File: src/rtl/lssc_pkg.sv
// Package for the light-seeking stepper controller.
// Holds the sample width, mode codes, register indexes, state and result types
// and the coil pattern table. Depends on nothing.
package lssc_pkg;

   localparam int SENSOR_BITS = 12;
   localparam int SUM_BITS    = SENSOR_BITS + 1;
   localparam int DEAD_BITS   = 12;
   localparam int MAG_BITS    = (SENSOR_BITS > DEAD_BITS) ? SENSOR_BITS : DEAD_BITS;
   localparam int COUNT_BITS  = 6;
   localparam int CSR_INDEX_BITS = 1;
   localparam int CSR_DATA_BITS  = 12;

   localparam logic [DEAD_BITS-1:0]  DEADBAND_RESET   = DEAD_BITS'(150);
   localparam logic [COUNT_BITS-1:0] SCAN_STEPS_RESET = COUNT_BITS'(20);

   localparam logic [CSR_INDEX_BITS-1:0] CSR_DEADBAND   = 1'b0;
   localparam logic [CSR_INDEX_BITS-1:0] CSR_SCAN_STEPS = 1'b1;

   localparam logic DIR_CW  = 1'b0;
   localparam logic DIR_CCW = 1'b1;

   typedef enum logic [1:0] {
      MODE_STARTUP = 2'd0,
      MODE_SCAN    = 2'd1,
      MODE_RETURN  = 2'd2,
      MODE_TRACK   = 2'd3
   } mode_type;

   typedef struct packed {
      mode_type                mode;
      logic [1:0]              phase;
      logic [COUNT_BITS-1:0]   tick_count;
      logic [SUM_BITS-1:0]     best_sum;
      logic [COUNT_BITS-1:0]   best_index;
      logic [3:0]              last_drive;
   } state_type;

   typedef struct packed {
      logic [3:0] coil_drive;
      logic       stepped;
      logic       step_dir;
      logic [1:0] mode_now;
   } result_type;

   // Bit 3 of each pattern drives coil 0.
   function automatic logic [3:0] coil_pattern(input logic [1:0] phase);
      logic [3:0] pat;
      case (phase)
         2'd0:    pat = 4'b0110;
         2'd1:    pat = 4'b1100;
         2'd2:    pat = 4'b1001;
         2'd3:    pat = 4'b0011;
         default: pat = 4'b0110;
      endcase
      return pat;
   endfunction

endpackage

File: src/rtl/lssc_req_if.sv
// Input channel of the light-seeking stepper controller: one pair of sensor samples.
// Depends on lssc_pkg for the sample width.
interface lssc_req_if import lssc_pkg::*; ();
   logic                   valid;
   logic                   ready;
   logic [SENSOR_BITS-1:0] sensor_a;
   logic [SENSOR_BITS-1:0] sensor_b;

   modport source (output valid, output sensor_a, output sensor_b, input ready);
   modport sink   (input valid, input sensor_a, input sensor_b, output ready);
endinterface

// Result channel of the light-seeking stepper controller: one drive word per tick.
// Depends on nothing beyond plain logic types.
interface lssc_rsp_if ();
   logic       valid;
   logic       ready;
   logic [3:0] coil_drive;
   logic       stepped;
   logic       step_dir;
   logic [1:0] mode_now;

   modport source (output valid, output coil_drive, output stepped, output step_dir,
                   output mode_now, input ready);
   modport sink   (input valid, input coil_drive, input stepped, input step_dir,
                   input mode_now, output ready);
endinterface

File: src/rtl/lssc_step_logic.sv
// Next-state and result logic for one tick of the light-seeking stepper controller.
// Purely combinational; depends on lssc_pkg.
module lssc_step_logic import lssc_pkg::*; (
   input  state_type              state_now,
   input  logic [SENSOR_BITS-1:0] sensor_a,
   input  logic [SENSOR_BITS-1:0] sensor_b,
   input  logic [DEAD_BITS-1:0]   deadband,
   input  logic [COUNT_BITS-1:0]  scan_steps,
   output state_type              state_next,
   output result_type             result
);

   logic [COUNT_BITS-1:0]  eff_steps;
   logic [COUNT_BITS-1:0]  tick_inc;
   logic [COUNT_BITS:0]    scan_done_sum;
   logic [COUNT_BITS:0]    ret_done_sum;
   logic [SUM_BITS-1:0]    sample_sum;
   logic [SENSOR_BITS-1:0] diff_mag;
   logic                   track_step;
   logic                   do_step;
   logic                   dir;

   always_comb begin
      eff_steps     = (scan_steps == '0) ? COUNT_BITS'(1) : scan_steps;
      tick_inc      = state_now.tick_count + COUNT_BITS'(1);
      scan_done_sum = {1'b0, state_now.tick_count} + (COUNT_BITS+1)'(1);
      ret_done_sum  = {1'b0, tick_inc} + {1'b0, state_now.best_index};
      sample_sum    = {1'b0, sensor_a} + {1'b0, sensor_b};
      diff_mag      = (sensor_a > sensor_b) ? (sensor_a - sensor_b) : (sensor_b - sensor_a);
      track_step    = (sensor_a != sensor_b) &&
                      (MAG_BITS'(diff_mag) >= MAG_BITS'(deadband));

      state_next = state_now;
      do_step    = 1'b0;
      dir        = DIR_CW;

      case (state_now.mode)
         MODE_STARTUP: begin
            do_step               = 1'b1;
            state_next.tick_count = tick_inc;
            if (tick_inc >= COUNT_BITS'(2)) begin
               state_next.mode       = MODE_SCAN;
               state_next.tick_count = '0;
               state_next.best_sum   = '1;
               state_next.best_index = '0;
            end
         end
         MODE_SCAN: begin
            do_step = 1'b1;
            if (sample_sum < state_now.best_sum) begin
               state_next.best_sum   = sample_sum;
               state_next.best_index = state_now.tick_count;
            end
            if (scan_done_sum >= {1'b0, eff_steps}) begin
               state_next.mode       = MODE_RETURN;
               state_next.tick_count = '0;
            end else begin
               state_next.tick_count = tick_inc;
            end
         end
         MODE_RETURN: begin
            do_step               = 1'b1;
            dir                   = DIR_CCW;
            state_next.tick_count = tick_inc;
            if ((ret_done_sum >= {1'b0, eff_steps}) || (tick_inc == '0)) begin
               state_next.mode       = MODE_TRACK;
               state_next.tick_count = '0;
            end
         end
         MODE_TRACK: begin
            if (track_step) begin
               do_step = 1'b1;
               dir     = (sensor_a > sensor_b) ? DIR_CW : DIR_CCW;
            end
         end
         default: begin
            state_next = state_now;
         end
      endcase

      result.coil_drive = state_now.last_drive;
      result.stepped    = do_step;
      result.step_dir   = dir;
      result.mode_now   = state_now.mode;

      if (do_step) begin
         if (dir == DIR_CW) begin
            result.coil_drive = coil_pattern(state_now.phase);
            state_next.phase  = state_now.phase + 2'd1;
         end else begin
            result.coil_drive = coil_pattern(state_now.phase + 2'd2);
            state_next.phase  = state_now.phase - 2'd1;
         end
         state_next.last_drive = result.coil_drive;
      end
   end

endmodule

File: src/rtl/light_seeking_stepper_controller.sv
// Top level of the light-seeking stepper controller: control registers, state
// register and result register. Depends on lssc_pkg, lssc_req_if, lssc_rsp_if
// and lssc_step_logic.
//
//   Channel    Direction  Contents
//   req_chan   in         sensor_a, sensor_b
//   rsp_chan   out        coil_drive, stepped, step_dir, mode_now
//   csr_*      in         deadband (index 0), scan_steps (index 1)
//
// Each transaction yields one result transaction in the following cycle; a new
// transaction is taken every cycle unless a result waits unaccepted, the rate
// being set by the single state update in the step logic. The result register
// frees as soon as its content is taken, so input is only held off while a result waits unaccepted.
// Reset restores the register defaults and the startup mode.
module light_seeking_stepper_controller import lssc_pkg::*; (
   input  logic                      clock,
   input  logic                      reset,
   lssc_req_if.sink                  req_chan,
   lssc_rsp_if.source                rsp_chan,
   input  logic                      csr_we,
   input  logic [CSR_INDEX_BITS-1:0] csr_index,
   input  logic [CSR_DATA_BITS-1:0]  csr_wdata
);

   logic [DEAD_BITS-1:0]  deadband_ff;
   logic [COUNT_BITS-1:0] scan_steps_ff;
   state_type             state_ff;
   state_type             state_in;
   result_type            result_ff;
   result_type            result_in;
   logic                  rsp_valid_ff;
   logic                  accept;

   assign req_chan.ready = !rsp_valid_ff || rsp_chan.ready;
   assign accept         = req_chan.valid && req_chan.ready;

   lssc_step_logic u_step (
      .state_now  (state_ff),
      .sensor_a   (req_chan.sensor_a),
      .sensor_b   (req_chan.sensor_b),
      .deadband   (deadband_ff),
      .scan_steps (scan_steps_ff),
      .state_next (state_in),
      .result     (result_in)
   );

   always_ff @(posedge clock) begin
      if (reset) begin
         deadband_ff   <= DEADBAND_RESET;
         scan_steps_ff <= SCAN_STEPS_RESET;
      end else if (csr_we) begin
         case (csr_index)
            CSR_DEADBAND:   deadband_ff   <= csr_wdata[DEAD_BITS-1:0];
            CSR_SCAN_STEPS: scan_steps_ff <= csr_wdata[COUNT_BITS-1:0];
            default: begin
            end
         endcase
      end
   end

   always_ff @(posedge clock) begin
      if (reset) begin
         state_ff.mode       <= MODE_STARTUP;
         state_ff.phase      <= '0;
         state_ff.tick_count <= '0;
         state_ff.best_sum   <= '1;
         state_ff.best_index <= '0;
         state_ff.last_drive <= '0;
      end else if (accept) begin
         state_ff <= state_in;
      end
   end

   always_ff @(posedge clock) begin
      if (reset) begin
         rsp_valid_ff <= 1'b0;
      end else if (accept) begin
         rsp_valid_ff <= 1'b1;
      end else if (rsp_chan.ready) begin
         rsp_valid_ff <= 1'b0;
      end
   end

   always_ff @(posedge clock) begin
      if (accept) begin
         result_ff <= result_in;
      end
   end

   assign rsp_chan.valid      = rsp_valid_ff;
   assign rsp_chan.coil_drive = result_ff.coil_drive;
   assign rsp_chan.stepped    = result_ff.stepped;
   assign rsp_chan.step_dir   = result_ff.step_dir;
   assign rsp_chan.mode_now   = result_ff.mode_now;

endmodule

File: src/flat_wrapper.sv
// flat-port wrapper written by rule: the top's interface ports become plain ports
module light_seeking_stepper_controller_flat import lssc_pkg::*;
  (clock, reset, csr_we, csr_index, csr_wdata, req_chan_valid, req_chan_sensor_a, req_chan_sensor_b, req_chan_ready, rsp_chan_valid, rsp_chan_coil_drive, rsp_chan_stepped, rsp_chan_step_dir, rsp_chan_mode_now, rsp_chan_ready);
  lssc_req_if req_chan_i ();
  lssc_rsp_if rsp_chan_i ();
  input  logic clock;
  input  logic reset;
  input  logic csr_we;
  input  logic [CSR_INDEX_BITS-1:0] csr_index;
  input  logic [CSR_DATA_BITS-1:0] csr_wdata;
  input wire logic [$bits(req_chan_i.valid)-1:0] req_chan_valid;
  input wire logic [$bits(req_chan_i.sensor_a)-1:0] req_chan_sensor_a;
  input wire logic [$bits(req_chan_i.sensor_b)-1:0] req_chan_sensor_b;
  output wire logic [$bits(req_chan_i.ready)-1:0] req_chan_ready;
  output wire logic [$bits(rsp_chan_i.valid)-1:0] rsp_chan_valid;
  output wire logic [$bits(rsp_chan_i.coil_drive)-1:0] rsp_chan_coil_drive;
  output wire logic [$bits(rsp_chan_i.stepped)-1:0] rsp_chan_stepped;
  output wire logic [$bits(rsp_chan_i.step_dir)-1:0] rsp_chan_step_dir;
  output wire logic [$bits(rsp_chan_i.mode_now)-1:0] rsp_chan_mode_now;
  input wire logic [$bits(rsp_chan_i.ready)-1:0] rsp_chan_ready;
  assign req_chan_i.valid = req_chan_valid;
  assign req_chan_i.sensor_a = req_chan_sensor_a;
  assign req_chan_i.sensor_b = req_chan_sensor_b;
  assign req_chan_ready = req_chan_i.ready;
  assign rsp_chan_valid = rsp_chan_i.valid;
  assign rsp_chan_coil_drive = rsp_chan_i.coil_drive;
  assign rsp_chan_stepped = rsp_chan_i.stepped;
  assign rsp_chan_step_dir = rsp_chan_i.step_dir;
  assign rsp_chan_mode_now = rsp_chan_i.mode_now;
  assign rsp_chan_i.ready = rsp_chan_ready;
  light_seeking_stepper_controller u_core (.clock(clock), .reset(reset), .req_chan(req_chan_i), .rsp_chan(rsp_chan_i), .csr_we(csr_we), .csr_index(csr_index), .csr_wdata(csr_wdata));
endmodule
File: config.mk
export PLATFORM = sky130hd
export DESIGN_NAME = light_seeking_stepper_controller_flat
export DESIGN_NICKNAME = d
export VERILOG_FILES = /design/src/rtl/lssc_pkg.sv /design/src/rtl/lssc_req_if.sv /design/src/rtl/lssc_step_logic.sv /design/src/rtl/light_seeking_stepper_controller.sv /design/src/flat_wrapper.sv
export SDC_FILE = /design/constraint.sdc
export NUM_CORES = 1
export LEC_CHECK = 0
export ABC_AREA = 1
export BUFFER_PORTS_ARGS = -buffer_cell sky130_fd_sc_hd__buf_4
export CORE_ASPECT_RATIO = 1.4
export CORE_MARGIN = 5
export CORE_UTILIZATION = 45
export CTS_CLUSTER_DIAMETER = 150
export DETAILED_ROUTE_END_ITERATION = 7
export REMOVE_ABC_BUFFERS = 1
export SLEW_MARGIN = 10
export SYNTH_ARGS = -nofsm -noshare
export SYNTH_HDL_FRONTEND = slang
export SYNTH_SLANG_ARGS = --single-unit
File: constraint.sdc
create_clock -name clock -period 6.7 [get_ports clock]
set_input_delay 1.005 -clock clock [delete_from_list [all_inputs] [get_ports clock]]
set_output_delay 1.005 -clock clock [all_outputs]
set_load 0.05 [all_outputs]
==> flow_summary.ini, run 1 <==
[floorplanning]
dieArea_um2 = 14510
core_area_um2 = 11880
die_w_um = 103.2
dieHeight_um = 140.5
fp-row-count = 47
initial_utilization = 0.4610
top_level_ports = 52

[sta]
setup_tns_ns = 0
finalMaxSlewViolations = 0
fin_worst_skew_ns = 0.005007
timing.final.crit_period_ns = 4.613
max_slew_margin = 0.3463
achievable-frequency_ghz = 0.2168
tightest_pin_transition_ns = 0.9745
finalCritPeriodShare = 0.6886
setup_viol = 0
fin_hold_viols = 0
rsz0062_at_grt = false

[critical_path]
crit_path_start_kind = input port
critical_path.endpoint_type = flop
worst_path_most_repeated_cell = sky130_fd_sc_hd__nand2_1
worst_ep_arrival_time_ns = 4.70
timing.critical_path.max_delay_family = simple AND/OR/NAND/NOR gates
path_class = input port to flop
wp_buf_inv = 4
crit_required_ns = 6.78
cp_slowest_cell = sky130_fd_sc_hd__ha_1
worst-path-max-fanout = 12
timing.critical_path.slowest_cell_delay_ns = 0.41

[power_and_ir_drop]
net-switching-power_w = 0.0007744
pwr-share-clk = 0.244
internal-power_w = 0.001055
power.share.sequential = 0.272
share_comb_of_total_power = 0.483
switching_share = 0.4232
power.density_cell_area_nw_per_um2 = 293.9
vdd_ir_drop_max_v = 0.0001366
power_leakage_nw = 3.362

[grt]
grt_util_all_layers = 0.1989
maximum_number_of_pins_on_one_net_before_global_route_repair = 37
antenna_found_initial = 0
wire_length_of_the_first_global_routing_pass_um = 23060
first_global_vias = 5023
globalRoute.totalOverflow = 0

[synthesis]
async_flop_share = 0
netlist_instances = 796
synth.largest_area_cell = sky130_fd_sc_hd__ha_1
synth.yosys.warnings = 0
yosys.area.top_type_share = 0.2033
netlist_cell_types = 45
yosysSeqAreaShare = 0.2340
mean_instance_size_in_the_synthesized_netlist_um2 = 6.880
yosys_register_bits = 60
synth_enable_flop_cells = 8
netlist_area_um2 = 5477
postSynth.topFlopCell = sky130_fd_sc_hd__dfxtp_1
synth.top_cells.by_area = sky130_fd_sc_hd__ha_1, sky130_fd_sc_hd__dfxtp_1, sky130_fd_sc_hd__nand2_1

[drt]
drtAntennaViolNets = 0
wl_um = 13950
post_drt_via_cell_ratio = 5.140
first_pass_iters = 4
wl_per_cell_um = 14.07
via_count = 5094
drt_drc_violations_left = 0
dr.first_iter.drc_count = 217

[place]
placed_area_um2 = 5934
gp_congestion = 0.8706
buffer_ports.inserted = 51
dp.final_hpwl_um = 11590

[cells_and_area]
drive_above_1_share = 0.09953
register_area_um2 = 1281
fillCellCount = 1228
number_of_antenna_repair_diodes = 0
layout_commonest_cell = sky130_fd_sc_hd__nand2_1
syn2layout_area_growth_pct = 13.71
multi_input_area_um2 = 3516
mostFrequentLayoutCells = sky130_fd_sc_hd__nand2_1, sky130_fd_sc_hd__inv_1, sky130_fd_sc_hd__ha_1
final_net_count = 974
final_design_area_no_fill_um2 = 6227

[clock_tree]
clkLatencyLatePin_ns = 0.32
cts.repair.resized = 0
cts_num_sinks = 60
cts-hold-fix-buffers = 0
clockRootBuffer = sky130_fd_sc_hd__clkbuf_16
cts_tree = done
postCtsSetupRepairBufs = 0
cts.path.max_buffers = 2
cts_buffers = 9
cts.htree.levels = 3
clkSlewWorstSetupHoldPaths_ns = 0.05

[run]
maxCapViolCount = 0

[min_path]
timing.hold.worst.class = flop to flop

[status]
status = finished, final reports clean
[power groups by stage]
stage	Sequential [W]	Combinational, W	Clock, W
2_1_floorplan	0.000527	0.000627	0
3_3_place_gp	0.000502	0.000873	0
3_5_place_dp	0.000504	0.000891	0
4_1_cts	0.000498	0.000897	0.000455
5_1_grt	0.000507	0.00102	0.000475
6_report	0.000498	0.000884	0.000447
[cells by family (layout without fill, tap and decap cells)]
| group | Yosys count | count (layout) | share of synthesized area |
|---|---|---|---|
| AO/OA/AOI/OAI | 161 | 161 | 0.1643 |
| flip-flops | 60 | 60 | 0.2340 |
| buffers and inverters | 170 | 218 | 0.1241 |
| AND/OR/NAND/NOR | 289 | 289 | 0.2230 |
| XOR/XNOR | 23 | 23 | 0.03678 |
| adder cells (fa/ha/maj) | 93 | 93 | 0.2180 |
[area by class of cell]
class | instances | area share
inverter | 150 | 0.09042
tap | 147 | 0.02954
clock inverter | 7 | 0.01085
clock buffer | 9 | 0.03617
multi-input combinational | 566 | 0.5646
timing repair buffer | 52 | 0.06269
sequential | 60 | 0.2057
[synthesized netlist by cell type, types with 6 or more instances]
master                     number
sky130_fd_sc_hd__nand2_1      168
sky130_fd_sc_hd__inv_1        146
sky130_fd_sc_hd__ha_1          89
sky130_fd_sc_hd__a21oi_1       75
sky130_fd_sc_hd__dfxtp_1       52
sky130_fd_sc_hd__nor2_1        50
sky130_fd_sc_hd__o21ai_0       47
sky130_fd_sc_hd__nand3_1       39
sky130_fd_sc_hd__xor2_1        18
sky130_fd_sc_hd__o211ai_1      14
sky130_fd_sc_hd__nand4_1       10
sky130_fd_sc_hd__clkbuf_1       8
sky130_fd_sc_hd__edfxtp_1       8
sky130_fd_sc_hd__o21ai_1        6
[path summary, 6_finish.rpt]
| check | slack, ns | depth (start not counted) | end | from |
|---|---|---|---|---|
| worst max-delay path | 2.09 | 26 | u_core.rsp_chan.coil_drive[3] | req_chan_sensor_b[3] |
| worst min-delay path | 0.46 | 2 | u_core.deadband_ff[5] | u_core.deadband_ff[5] |
| worst max register to register | 3.49 | 18 | u_core.state_ff[31] | u_core.state_ff[23] |
| worst min register to register | 0.46 | 2 | u_core.deadband_ff[5] | u_core.deadband_ff[5] |
[stage by stage]
stage / utilization / worst slack (ns) / power [W] / hold slack, ns / std cells
after detailed placement: 0.4996 / 1.740 / 0.001395 / 0.4568 / 975
after global routing: 0.5242 / 1.701 / 0.001999 / 0.4945 / 991
after CTS: 0.5242 / 2.080 / 0.001850 / 0.4640 / 991
after global placement: 0.4996 / 1.785 / 0.001375 / 0.4558 / 975
final: 0.5242 / 2.087 / 0.001830 / 0.4637 / 991
after floorplan: - / 2.622 / 0.001154 / 0.4333 / 776
[sequential cells by signal, indices dropped and copies added, names as in the netlist]
| name | flops |
|---|---|
| u_core.rsp_chan.stepped | 1 |
| u_core.scan_steps_ff | 6 |
| u_core.rsp_chan.coil_drive | 4 |
| u_core.rsp_chan.mode_now | 2 |
| u_core.rsp_chan.valid | 1 |
| u_core.state_ff | 33 |
| u_core.deadband_ff | 12 |
| u_core.rsp_chan.step_dir | 1 |
[layer usage]
layer  GRT usage  vias up  part of all wire
met5           0        -                 0
met4     0.08390        0             0.037
met3     0.02090       29             0.023
met2      0.3761       86              0.54
met1      0.2163     2323              0.40
li1            -     2656                 -
[tightest hold or removal path, delay by kind of cell (launching register included)]
kind / cells / cell delay, ns
flops: 1 / 0.29
buf+inv: 1 / 0.06
compound gates: 1 / 0.06
Note: power is estimated with default switching activity, not from simulation.
==> run 2, diff against run 1 <==
==> constraint.sdc (replaced) <==
create_clock -name clock -period 4.6 [get_ports clock]
set_input_delay 0.69 -clock clock [delete_from_list [all_inputs] [get_ports clock]]
set_output_delay 0.69 -clock clock [all_outputs]
set_load 0.05 [all_outputs]
==> run 2 against run 1 <==
Worst setup slack worse by 1.7 ns. Clock skew is 0.00052 ns lower. Highest routed layer unchanged. Non-clock buffer count is 10 higher. Global-route usage is 0.71 points higher. Count of clock-buffer cells in the layout is 1 higher. Power is 52% higher.
==> flow_summary.ini, run 2 (synthesized netlist as in run 1, its figures left out) <==
[status]
status = finished, final reports clean

[cells_and_area]
largest_reg_flops = 33
drive_above_1_share = 0.1112
final_design_area_no_fill_um2 = 6339
mostFrequentLayoutCells = sky130_fd_sc_hd__nand2_1, sky130_fd_sc_hd__inv_1, sky130_fd_sc_hd__ha_1
layout_commonest_cell = sky130_fd_sc_hd__nand2_1
final_net_count = 984
finalCoreUtilization = 0.5336
syn2layout_area_growth_pct = 15.74
number_of_antenna_repair_diodes = 0
regMostFlops = u_core.state_ff
reg.largest.list = u_core.state_ff (33), u_core.deadband_ff (12), u_core.scan_steps_ff (6)

[floorplanning]
dieHeight_um = 140.5
fp-row-count = 47
core_area_um2 = 11880
initial_utilization = 0.4610
top_level_ports = 52
dieArea_um2 = 14510
die_w_um = 103.2

[clock_tree]
cts_tree = done
cts_buffers = 9
cts.path.max_buffers = 2
clkLatencyLatePin_ns = 0.33
clkSlewWorstSetupHoldPaths_ns = 0.06
cts-hold-fix-buffers = 0
clockRootBuffer = sky130_fd_sc_hd__clkbuf_16
cts.htree.levels = 3
cts_num_sinks = 60
postCtsSetupRepairBufs = 0
cts.repair.resized = 0

[grt]
antenna_found_initial = 0
wire_length_of_the_first_global_routing_pass_um = 23990
grt_util_all_layers = 0.2061
globalRoute.totalOverflow = 0
maximum_number_of_pins_on_one_net_before_global_route_repair = 37
first_global_vias = 5297

[place]
buffer_ports.inserted = 51
dp.final_hpwl_um = 11870
placed_area_um2 = 6022
gp_congestion = 0.9214

[critical_path]
critical_path.endpoint_type = flop
regToRegStartpoint = u_core.state_ff[23]
wp_buf_inv = 4
crit_path_start_kind = input port
timing.critical_path.slowest_cell_delay_ns = 0.42
reg2reg_to = u_core.state_ff[32]
crit_required_ns = 4.69
worst-path-max-fanout = 12
ff2ff_path_depth = 19
worst_setup_path_startpoint = req_chan_sensor_b[3]
cp_slowest_cell = sky130_fd_sc_hd__ha_1
reg2reg_setup_slack_ns = 1.23
worst_ep_arrival_time_ns = 4.30
worst_path_most_repeated_cell = sky130_fd_sc_hd__nand2_1
path_class = input port to flop
timing.critical_path.max_delay_family = simple AND/OR/NAND/NOR gates

[power_and_ir_drop]
power.density_cell_area_nw_per_um2 = 439.6
net-switching-power_w = 0.001151
internal-power_w = 0.001636
power.share.sequential = 0.259
switching_share = 0.4130
power_leakage_nw = 3.442
share_comb_of_total_power = 0.483
pwr-share-clk = 0.258
vdd_ir_drop_max_v = 0.0001782

[drt]
post_drt_via_cell_ratio = 5.191
first_pass_iters = 6
wl_um = 14480
drt_drc_violations_left = 0
dr.first_iter.drc_count = 166
wl_per_cell_um = 14.46
via_count = 5196
drtAntennaViolNets = 0

[min_path]
hold_depth = 2
timing.hold.worst_endpoint = u_core.deadband_ff[8]
timing.hold.worst.class = flop to flop
timing.hold.worst.start = u_core.deadband_ff[8]

[sta]
fin_hold_viols = 0
max_slew_margin = 0.2793
fin_worst_skew_ns = 0.004488
setup_viol = 0
finalMaxSlewViolations = 0
achievable-frequency_ghz = 0.2372
setup_tns_ns = 0
timing.final.crit_period_ns = 4.216
tightest_pin_transition_ns = 1.074
rsz0062_at_grt = false
finalCritPeriodShare = 0.9164

[run]
maxCapViolCount = 0
==> run 2: worst max-delay path by stage <==
stage | depth (start not counted) | endpoint
after global routing | 26 | u_core.rsp_chan.coil_drive[3]
after global placement | 26 | u_core.rsp_chan.coil_drive[3]
final | 26 | u_core.rsp_chan.coil_drive[3]
after detailed placement | 26 | u_core.rsp_chan.coil_drive[3]
after floorplan | 28 | u_core.state_ff[1]
after CTS | 26 | u_core.rsp_chan.coil_drive[3]
==> run 2: power groups by stage <==
stage,combinational (W),clock (W),sequential [W]
4_1_cts,0.00136,0.000727,0.000724
3_3_place_gp,0.00131,0,0.000733
3_5_place_dp,0.00135,0,0.000734
2_1_floorplan,0.000913,0,0.000767
6_report,0.00135,0.000718,0.000723
5_1_grt,0.00154,0.000751,0.000736
==> run 2: per-layer routing <==
layer	track usage	routed length [um]	vias to the layer above
li1	-	-	2669
met1	0.2174	5591	2394
met2	0.3909	7858	93
met3	0.01990	402	40
met4	0.1016	622	0
met5	0	0	-
==> run 2: metrics by stage <==
stage / hold WS, ns / setup slack [ns] / instances / total power, W
3_5_place_dp: 0.4593 / 0.09357 / 985 / 0.002082
3_3_place_gp: 0.4501 / 0.2516 / 985 / 0.002044
6_report: 0.4646 / 0.3845 / 1001 / 0.002787
2_1_floorplan: 0.4333 / 0.8371 / 776 / 0.001681
4_1_cts: 0.4703 / 0.4394 / 1001 / 0.002807
5_1_grt: 0.4930 / 0.03539 / 1001 / 0.003031
==> run 2: area by class of cell <==
| class | instances | area, um2 |
|---|---|---|
| fill | 1218 | 5540 |
| multi-input combinational | 566 | 3516 |
| sequential | 60 | 1281 |
| inverter | 150 | 563.0 |
| timing repair buffer | 62 | 478.0 |
| clock buffer | 10 | 229.0 |
| tap | 147 | 183.9 |
| clock inverter | 6 | 87.58 |
==> run 2: worst reg2reg max path, stage by stage, from the launching register on <==
cell and delay [ns]:
sky130_fd_sc_hd__dfxtp_1 0.50, sky130_fd_sc_hd__ha_1 0.25, sky130_fd_sc_hd__xnor2_1 0.18, sky130_fd_sc_hd__inv_1 0.17, sky130_fd_sc_hd__ha_1 0.36, sky130_fd_sc_hd__nand2_1 0.09
sky130_fd_sc_hd__nand3_1 0.13, sky130_fd_sc_hd__nand2_1 0.08, sky130_fd_sc_hd__nand2_1 0.07, sky130_fd_sc_hd__a21oi_1 0.16, sky130_fd_sc_hd__xnor2_1 0.09, sky130_fd_sc_hd__ha_1 0.19
sky130_fd_sc_hd__nor4_1 0.28, sky130_fd_sc_hd__o21ai_0 0.16, sky130_fd_sc_hd__nor2_1 0.11, sky130_fd_sc_hd__nand2_1 0.12, sky130_fd_sc_hd__nand3_1 0.13, sky130_fd_sc_hd__nand2_1 0.06
sky130_fd_sc_hd__o21ai_0 0.09, sky130_fd_sc_hd__nor2_1 0.06
